## src/hw/rtl/iprf_pkg.sv

```systemverilog
`timescale 1ns / 1ps

package iprf_pkg;

  localparam int unsigned ByteW     = 8;
  localparam int unsigned IdW       = 16;
  localparam int unsigned SeqW      = 16;
  localparam int unsigned AddrW     = 32;
  localparam int unsigned CfgIdxW   = 2;
  localparam int unsigned CfgDataW  = 16;

  // configuration register indexes
  localparam logic [CfgIdxW-1:0] CFG_PROBE_ID = 2'd0;
  localparam logic [CfgIdxW-1:0] CFG_ATTEMPTS = 2'd1;
  localparam logic [CfgIdxW-1:0] CFG_HOP_TTL  = 2'd2;

  // icmp types
  localparam logic [ByteW-1:0] ICMP_ECHO_REPLY   = 8'd0;
  localparam logic [ByteW-1:0] ICMP_TIME_EXCEEDED = 8'd11;

  // reply kind codes
  localparam logic [1:0] KIND_ECHO_REPLY   = 2'd0;
  localparam logic [1:0] KIND_TIME_EXCEEDED = 2'd1;
  localparam logic [1:0] KIND_OTHER        = 2'd2;
  localparam logic [1:0] KIND_TRUNCATED    = 2'd3;

  // commands from the controller to the datapath
  typedef struct packed {
    logic byte_en;      // take the current byte into the packet state
    logic load_result;  // write the verdict to the output register, clear packet state
  } iprf_cmd_t;

  typedef enum logic [1:0] {
    S_RECV = 2'b01,
    S_EVAL = 2'b10
  } iprf_state_e;

endpackage

```

## src/hw/rtl/icmp_probe_reply_filter.sv

```systemverilog
`timescale 1ns / 1ps

// Matches received IPv4 packets against outstanding echo probes. Packet bytes are
// taken one per cycle while receiving; after the byte marked last the block forms
// the verdict in the evaluation stage and takes no bytes until the verdict is
// loaded. The verdict sits in an output register, so the next packet may start
// while it waits to be taken; a second verdict waits in evaluation until the
// register frees up. The sequence window is registered from the attempts and
// hop TTL registers; write configuration only between packets.
module icmp_probe_reply_filter
  import iprf_pkg::*;
(
  input  logic                clk_i,
  input  logic                rst_ni,
  input  logic                cfg_we_i,
  input  logic [CfgIdxW-1:0]  cfg_idx_i,
  input  logic [CfgDataW-1:0] cfg_data_i,
  input  logic                in_valid_i,
  output logic                in_ready_o,
  input  logic [ByteW-1:0]    data_byte_i,
  input  logic                last_byte_i,
  output logic                out_valid_o,
  input  logic                out_ready_i,
  output logic                accepted_o,
  output logic [1:0]          reply_kind_o,
  output logic [AddrW-1:0]    source_address_o
);

  iprf_cmd_t cmd;

  iprf_ctrl u_ctrl (
    .clk_i       (clk_i),
    .rst_ni      (rst_ni),
    .in_valid_i  (in_valid_i),
    .last_byte_i (last_byte_i),
    .out_ready_i (out_ready_i),
    .in_ready_o  (in_ready_o),
    .out_valid_o (out_valid_o),
    .cmd_o       (cmd)
  );

  iprf_datapath u_datapath (
    .clk_i            (clk_i),
    .rst_ni           (rst_ni),
    .cmd_i            (cmd),
    .data_byte_i      (data_byte_i),
    .last_byte_i      (last_byte_i),
    .cfg_we_i         (cfg_we_i),
    .cfg_idx_i        (cfg_idx_i),
    .cfg_data_i       (cfg_data_i),
    .accepted_o       (accepted_o),
    .reply_kind_o     (reply_kind_o),
    .source_address_o (source_address_o)
  );

endmodule

```

## src/hw/rtl/iprf_ctrl.sv

```systemverilog
`timescale 1ns / 1ps

module iprf_ctrl
  import iprf_pkg::*;
(
  input  logic      clk_i,
  input  logic      rst_ni,
  input  logic      in_valid_i,
  input  logic      last_byte_i,
  input  logic      out_ready_i,
  output logic      in_ready_o,
  output logic      out_valid_o,
  output iprf_cmd_t cmd_o
);

  iprf_state_e state_q, state_d;
  logic        ovalid_q, ovalid_d;
  logic        take_byte;
  logic        load;

  assign in_ready_o  = (state_q == S_RECV);
  assign out_valid_o = ovalid_q;
  assign take_byte   = in_valid_i & in_ready_o;
  // verdict goes out once the output register is free or being emptied
  assign load        = (state_q == S_EVAL) & (~ovalid_q | out_ready_i);

  assign cmd_o.byte_en     = take_byte;
  assign cmd_o.load_result = load;

  always_comb begin
    state_d = state_q;
    unique case (state_q)
      S_RECV: begin
        if (take_byte && last_byte_i) state_d = S_EVAL;
      end
      S_EVAL: begin
        if (load) state_d = S_RECV;
      end
      default: state_d = S_RECV;
    endcase
  end

  always_comb begin
    ovalid_d = ovalid_q;
    if (load) begin
      ovalid_d = 1'b1;
    end else if (out_ready_i) begin
      ovalid_d = 1'b0;
    end
  end

  always_ff @(posedge clk_i or negedge rst_ni) begin
    if (!rst_ni) begin
      state_q  <= S_RECV;
      ovalid_q <= 1'b0;
    end else begin
      state_q  <= state_d;
      ovalid_q <= ovalid_d;
    end
  end

`ifndef SYNTHESIS
  assert property (@(posedge clk_i) disable iff (!rst_ni)
    (take_byte && last_byte_i) |=> (state_q == S_EVAL))
    else $error("final byte did not start evaluation");

  assert property (@(posedge clk_i) disable iff (!rst_ni)
    load |-> (!ovalid_q || out_ready_i))
    else $error("verdict overwrote a pending result");

  assert property (@(posedge clk_i) disable iff (!rst_ni)
    load |=> (ovalid_q && state_q == S_RECV))
    else $error("loaded verdict not presented");
`endif

endmodule

```

## src/hw/rtl/iprf_datapath.sv

```systemverilog
`timescale 1ns / 1ps

module iprf_datapath
  import iprf_pkg::*;
(
  input  logic                clk_i,
  input  logic                rst_ni,
  input  iprf_cmd_t           cmd_i,
  input  logic [ByteW-1:0]    data_byte_i,
  input  logic                last_byte_i,
  input  logic                cfg_we_i,
  input  logic [CfgIdxW-1:0]  cfg_idx_i,
  input  logic [CfgDataW-1:0] cfg_data_i,
  output logic                accepted_o,
  output logic [1:0]          reply_kind_o,
  output logic [AddrW-1:0]    source_address_o
);

  // start of the echo id/sequence for a given header layout
  function automatic logic [ByteW-1:0] echo_base(logic [3:0] ohl, logic [3:0] ihl,
                                                 logic [ByteW-1:0] kind);
    logic [ByteW-1:0] hdr_off;
    hdr_off = {2'b00, ohl, 2'b00};
    if (kind == ICMP_ECHO_REPLY) begin
      return hdr_off + 8'd4;
    end
    return hdr_off + 8'd12 + {2'b00, ihl, 2'b00};
  endfunction

  // configuration
  logic [IdW-1:0]   probe_id_q;
  logic [ByteW-1:0] attempts_q;
  logic [ByteW-1:0] hop_ttl_q;
  logic [SeqW-1:0]  seq_lo_q;
  logic [SeqW:0]    seq_hi_q;

  // packet state
  logic [ByteW-1:0] offset_q, offset_d;
  logic [3:0]       ohl_q, ohl_d;
  logic [3:0]       ihl_q, ihl_d;
  logic [ByteW-1:0] kind_q, kind_d;
  logic [IdW-1:0]   id_q, id_d;
  logic [SeqW-1:0]  seq_q, seq_d;
  logic [AddrW-1:0] src_q, src_d;

  // output register
  logic             acc_q;
  logic [1:0]       rkind_q;
  logic [AddrW-1:0] rsrc_q;

  logic [ByteW-1:0] idx;
  logic [ByteW-1:0] off;
  logic [ByteW-1:0] base;
  logic             has_base;

  logic [ByteW-1:0] e_off;
  logic [ByteW-1:0] e_base;
  logic             e_has_base;
  logic             e_trunc;
  logic             e_match;
  logic             v_acc;
  logic [1:0]       v_kind;
  logic [AddrW-1:0] v_src;

  always_ff @(posedge clk_i or negedge rst_ni) begin
    if (!rst_ni) begin
      probe_id_q <= '0;
      attempts_q <= 8'd3;
      hop_ttl_q  <= 8'd1;
    end else if (cfg_we_i) begin
      unique case (cfg_idx_i)
        CFG_PROBE_ID: probe_id_q <= cfg_data_i;
        CFG_ATTEMPTS: attempts_q <= cfg_data_i[ByteW-1:0];
        CFG_HOP_TTL:  hop_ttl_q  <= cfg_data_i[ByteW-1:0];
        default: ;
      endcase
    end
  end

  // sequence window [ttl*attempts, (ttl+1)*attempts), taken from the config registers
  always_ff @(posedge clk_i) begin
    seq_lo_q <= 16'(hop_ttl_q) * 16'(attempts_q);
    seq_hi_q <= 17'({1'b0, hop_ttl_q} + 9'd1) * 17'(attempts_q);
  end

  // byte capture
  always_comb begin
    idx      = offset_q;
    offset_d = offset_q;
    ohl_d    = ohl_q;
    ihl_d    = ihl_q;
    kind_d   = kind_q;
    id_d     = id_q;
    seq_d    = seq_q;
    src_d    = src_q;

    if (idx == 8'd0) ohl_d = data_byte_i[3:0];
    off = {2'b00, ohl_d, 2'b00};

    if (idx >= 8'd12 && idx <= 8'd15) begin
      case (idx[1:0])
        2'd0:    src_d[31:24] = data_byte_i;
        2'd1:    src_d[23:16] = data_byte_i;
        2'd2:    src_d[15:8]  = data_byte_i;
        default: src_d[7:0]   = data_byte_i;
      endcase
    end
    if (idx == off) kind_d = data_byte_i;
    if (idx == off + 8'd8) ihl_d = data_byte_i[3:0];

    has_base = (kind_d == ICMP_ECHO_REPLY) || (kind_d == ICMP_TIME_EXCEEDED);
    base     = echo_base(ohl_d, ihl_d, kind_d);
    if (has_base) begin
      if (idx == base) begin
        id_d[7:0] = data_byte_i;
      end else if (idx == base + 8'd1) begin
        id_d[15:8] = data_byte_i;
      end else if (idx == base + 8'd2) begin
        seq_d[7:0] = data_byte_i;
      end else if (idx == base + 8'd3) begin
        seq_d[15:8] = data_byte_i;
      end
    end

    // offset holds the final byte's position for evaluation
    if (!last_byte_i && offset_q != 8'hff) offset_d = offset_q + 8'd1;
  end

  // verdict from the settled packet state
  always_comb begin
    e_off      = {2'b00, ohl_q, 2'b00};
    e_has_base = (kind_q == ICMP_ECHO_REPLY) || (kind_q == ICMP_TIME_EXCEEDED);
    e_base     = echo_base(ohl_q, ihl_q, kind_q);
    e_trunc    = (offset_q < e_off) || (offset_q < 8'd15)
              || ((kind_q == ICMP_TIME_EXCEEDED) && (offset_q < e_off + 8'd8))
              || (e_has_base && (offset_q < e_base + 8'd3));
    e_match    = (id_q == probe_id_q) && (seq_q >= seq_lo_q)
              && ({1'b0, seq_q} < seq_hi_q);

    v_src = src_q;
    if (e_trunc) begin
      v_acc  = 1'b0;
      v_kind = KIND_TRUNCATED;
      v_src  = '0;
    end else if (kind_q == ICMP_ECHO_REPLY) begin
      v_acc  = e_match;
      v_kind = KIND_ECHO_REPLY;
    end else if (kind_q == ICMP_TIME_EXCEEDED) begin
      v_acc  = e_match;
      v_kind = KIND_TIME_EXCEEDED;
    end else begin
      v_acc  = 1'b1;
      v_kind = KIND_OTHER;
    end
  end

  always_ff @(posedge clk_i or negedge rst_ni) begin
    if (!rst_ni) begin
      offset_q <= '0;
      ohl_q    <= '0;
      ihl_q    <= '0;
      kind_q   <= '0;
      id_q     <= '0;
      seq_q    <= '0;
      src_q    <= '0;
    end else if (cmd_i.load_result) begin
      offset_q <= '0;
      ohl_q    <= '0;
      ihl_q    <= '0;
      kind_q   <= '0;
      id_q     <= '0;
      seq_q    <= '0;
      src_q    <= '0;
    end else if (cmd_i.byte_en) begin
      offset_q <= offset_d;
      ohl_q    <= ohl_d;
      ihl_q    <= ihl_d;
      kind_q   <= kind_d;
      id_q     <= id_d;
      seq_q    <= seq_d;
      src_q    <= src_d;
    end
  end

  always_ff @(posedge clk_i) begin
    if (cmd_i.load_result) begin
      acc_q   <= v_acc;
      rkind_q <= v_kind;
      rsrc_q  <= v_src;
    end
  end

  assign accepted_o       = acc_q;
  assign reply_kind_o     = rkind_q;
  assign source_address_o = rsrc_q;

`ifndef SYNTHESIS
  assert property (@(posedge clk_i) disable iff (!rst_ni)
    cmd_i.load_result |=> (offset_q == '0 && kind_q == '0 && src_q == '0))
    else $error("packet state not cleared after verdict");

  assert property (@(posedge clk_i) disable iff (!rst_ni)
    cmd_i.load_result |=> ((rkind_q != KIND_TRUNCATED) || (!acc_q && rsrc_q == '0)))
    else $error("truncated verdict carries data");

  assert property (@(posedge clk_i) disable iff (!rst_ni)
    !(cmd_i.byte_en && cmd_i.load_result))
    else $error("byte taken during evaluation");
`endif

endmodule
```

## config.mk

```make
export PLATFORM = sky130hd
export DESIGN_NAME = icmp_probe_reply_filter
export DESIGN_NICKNAME = d
export VERILOG_FILES = /design/src/hw/rtl/iprf_pkg.sv /design/src/hw/rtl/icmp_probe_reply_filter.sv /design/src/hw/rtl/iprf_ctrl.sv /design/src/hw/rtl/iprf_datapath.sv
export SDC_FILE = /design/constraint.sdc
export NUM_CORES = 1
export LEC_CHECK = 0
export ABC_AREA = 1
export BUFFER_PORTS_ARGS = -buffer_cell sky130_fd_sc_hd__buf_2
export CAP_MARGIN = 40
export CORE_MARGIN = 3
export CORE_UTILIZATION = 55
export CTS_CLUSTER_SIZE = 25
export DETAILED_ROUTE_END_ITERATION = 8
export PLACE_DENSITY = 0.73
export SKIP_LAST_GASP = 1
export SLEW_MARGIN = 20
export SYNTH_ARGS = -nofsm -noshare
export SYNTH_HDL_FRONTEND = slang
export SYNTH_SLANG_ARGS = --single-unit
```

## constraint.sdc

```tcl
create_clock -name clk_i -period 11.9 [get_ports clk_i]
set_clock_uncertainty 0.1 [all_clocks]
set_input_delay 0.595 -clock clk_i [delete_from_list [all_inputs] [get_ports clk_i]]
set_output_delay 0.595 -clock clk_i [all_outputs]
set_load 0.03 [all_outputs]
```

==> metrics.cfg <==
[outcome]
status=completed

[synth]
synth_top_family_by_area=adder cells
synthXorXnorAreaFrac=0.0354
ys_seq_area_frac=0.346
ys_async_sr_fraction=0.644
synth-compound-area-share=0.0822
synthMuxAreaShare=0.00568
yosys_warnings=0
synth_area_um2=13900
synth.distinct_cells=50
synth_fp_nets=1914
ys_top_cells_by_count=inv_1 (344), nand2_1 (339), ha_1 (139)
avgSynthCellArea_um2=8.34
synth_edf_count=35
synth.most_common_cell=inv_1
synth_top_area_frac=0.215
syn_inst=1663
yosys.area_share.simple=0.183
synth-main-ff-cell=dfrtp_1
synth-adder-area-share=0.241
synth_area_leaders=dfrtp_1 (21%), ha_1 (13%), fa_1 (12%)
ys_seq_elements=191
synth_area_leader_cell=dfrtp_1

[grt]
grt_max_degree=60
grt_pass1_wl_mm=50.5
grt_overflow_total=0
grt_pass1_vias=10300
grt.total_usage=0.233
antenna_found_initial=0

[die]
dieArea_um2=27200
die_h_um=165
row_count=57
core_region_area_um2=24500
ioPinCount=69
die_w_um=165
initial_core_util=0.565

[setup_path]
critPathBufInv=5
critPathMaxFanout=20
cp.arrival_ns=6.08
critical_path_class=register to register
crit_path_end_kind=register
cp_slowest_cell=dfstp_2
cp.required_ns=12.13
worstSetupStartpointType=register
r2r_slack_ns=6.05
slowest_delay_ns=0.74
cpLargestDelayFamily=adder cells

[finish]
antennaDiodeCount=0
fillers=2152
fin_area_um2=15200
multiInputGateArea_um2=7590
drive_gt1_frac=0.0920
syn2layout_area_growth_pct=9.43
layout.nets=1967
layout.area.seq_um2=4790

[detailed_routing]
drtIter0Drc=1039
avgRoutedWirePerCell_um=14.5
drtPass1Iterations=6
wirelength_mm=29.9
vias_per_cell=5.18
drc=0
ant_nets=0
dr_total_vias=10600

[clocking]
ctsResizeCount=0
numCtsBuffers=17
worstSkewPairLatency_ns=0.45
cts_max_level=4
postCtsSetupBuffers=0
cts.sinks=191
cts_tree=done
ctsRootBufferMaster=clkbuf_16
cts.path.max_buffers=2
path_clk_slew_ns=0.08
ctsHoldBuffers=0

[sta]
final.min_clock_period_ns=5.85
final-setup-viol-count=0
worst_pin_slew_ns=0.783
slew_violations=0
relSlewSlack=0.477
tns_ns=0
layout_setup_ws_ns=6.05
rsz0062_at_grt=no
period_share=0.491
hold_viol=0
max_freq_mhz=171

[power_and_ir_drop]
seqPwrFrac=0.302
clkPwrFrac=0.175
p_sw_frac=0.459
p_switching_mw=1.59
p_per_area_nw_per_um2=228
internal_power_mw=1.87
power.leakage_nw=8.16
ir_worst_vdd_mv=0.100
pwr-share-comb=0.523

[place]
dpl_worst_slack_ns=6.08
placed_area_um2=14500
portBuffers=68
place_congestion=0.901
dp_hpwl_mm=22.8

[hold_path]
hold_class=primary input to async pin

[flow_run]
maxCapViolCount=0

per-layer routing:
layer / track usage / part of all wire
met4: 0.0621 / 0.020
met5: 0 / 0
met2: 0.384 / 0.47
met3: 0.0391 / 0.057
met1: 0.321 / 0.45
power by group through the flow:
stage                     Combinational [mW]  Sequential (mW)  Clock [mW]
final                                   1.81             1.05       0.605
after global routing                    2.12             1.07       0.645
after CTS                               1.83             1.04       0.614
after detailed placement                1.81             1.06           0
after global placement                  1.75             1.05           0
after floorplan                         1.47            0.979           0
cell usage in the layout, fill, tap and decap left out, drive strengths merged, types with 3 or more instances in the layout:
master | netlist | routed
nand3 | 59 | 59
o21bai | 3 | 3
nand3b | 4 | 4
dfstp | 4 | 4
nor4 | 7 | 7
nor2 | 133 | 133
ha | 139 | 139
mux2 | 7 | 7
o21a | 5 | 5
nand4 | 23 | 23
a21oi | 55 | 55
fa | 80 | 80
xnor2 | 23 | 23
clkinv | 0 | 6
clkbuf | 35 | 17
edfxtp | 35 | 35
nor3 | 12 | 12
dfxtp | 33 | 33
inv | 346 | 355
o22ai | 14 | 14
a21boi | 3 | 3
o211ai | 3 | 3
dfrtp | 119 | 119
xor2 | 33 | 33
o21ai | 110 | 110
nand2 | 355 | 355
buf | 9 | 78
area by class of cell:
cell class                 instances  share of cell area
clock buffer                      17              0.0280
inverter                         346              0.0856
sequential                       191               0.316
timing repair buffer              78              0.0289
clock inverter                    15              0.0143
tap                              324              0.0267
multi-input combinational       1082               0.500
final timing paths:
kind                                                          start                                     to  depth (start not counted)
worst min register to register      u_datapath.seq_q[0]$_DFFE_PN0P_        u_datapath.seq_q[0]$_DFFE_PN0P_                          2
worst min-delay path                                         rst_ni         u_ctrl.out_valid_o$_DFFE_PN0P_                          1
max in group asynchronous                                    rst_ni   u_datapath.attempts_q[1]$_DFFE_PN1P_                          3
worst max-delay path            u_datapath.hop_ttl_q[0]$_DFFE_PN1P_        u_datapath.seq_hi_q[16]$_DFF_P_                         26
worst max register to register  u_datapath.hop_ttl_q[0]$_DFFE_PN1P_        u_datapath.seq_hi_q[16]$_DFF_P_                         26
min in group clk_i                                   cfg_data_i[11]  u_datapath.probe_id_q[11]$_DFFE_PN0P_                          2
flip-flops by register name, summed over array words and instances, names as in the netlist:
name / cells
u_datapath.src_q: 32
u_datapath.accepted_o: 1
u_datapath.probe_id_q: 16
u_datapath.source_address_o: 32
u_datapath.ohl_q: 4
u_ctrl.state_q: 2
u_datapath.kind_q: 8
u_datapath.hop_ttl_q: 8
u_datapath.idx: 8
u_datapath.id_q: 16
u_datapath.seq_lo_q: 16
u_datapath.attempts_q: 8
u_datapath.ihl_q: 4
u_ctrl.out_valid_o: 1
u_datapath.seq_hi_q: 17
u_datapath.seq_q: 16
u_datapath.reply_kind_o: 2
through the flow:
step	total power, mW	instances	hold slack (ns)	util
2_1_floorplan	2.45	1663	0.199	-
5_1_grt	3.83	2053	0.0705	0.619
3_5_place_dp	2.86	2021	0.368	0.592
3_3_place_gp	2.80	2014	0.359	0.589
4_1_cts	3.49	2053	0.0379	0.619
6_report	3.47	2053	0.0275	0.619
logic make-up (layout without fill, tap and decap cells):
group,count (synthesis),after routing
compound gates,203,203
xor+xnor,56,56
fa+ha+maj,219,219
buf+inv,390,456
flops,191,191
mux,7,7
simple gates,597,597
worst register-to-register path: stages (launching register included):
cell      delay (ns)
dfstp_2         0.74
ha_1            0.25
nand2_1         0.06
nor2_1          0.19
inv_1           0.08
nand2_1         0.06
nand2_1         0.10
inv_1           0.16
nand2_1         0.09
fa_1            0.49
fa_1            0.49
inv_1           0.06
fa_1            0.52
inv_1           0.05
fa_1            0.52
inv_1           0.04
ha_1            0.32
a21oi_1         0.11
o21ai_0         0.30
a21oi_1         0.11
o21bai_1        0.20
a21oi_1         0.09
o21bai_1        0.20
nand2_1         0.08
a21oi_1         0.13
nor2_1          0.06
xor2_1          0.13
No activity file was read; power rests on OpenSTA's default activity.
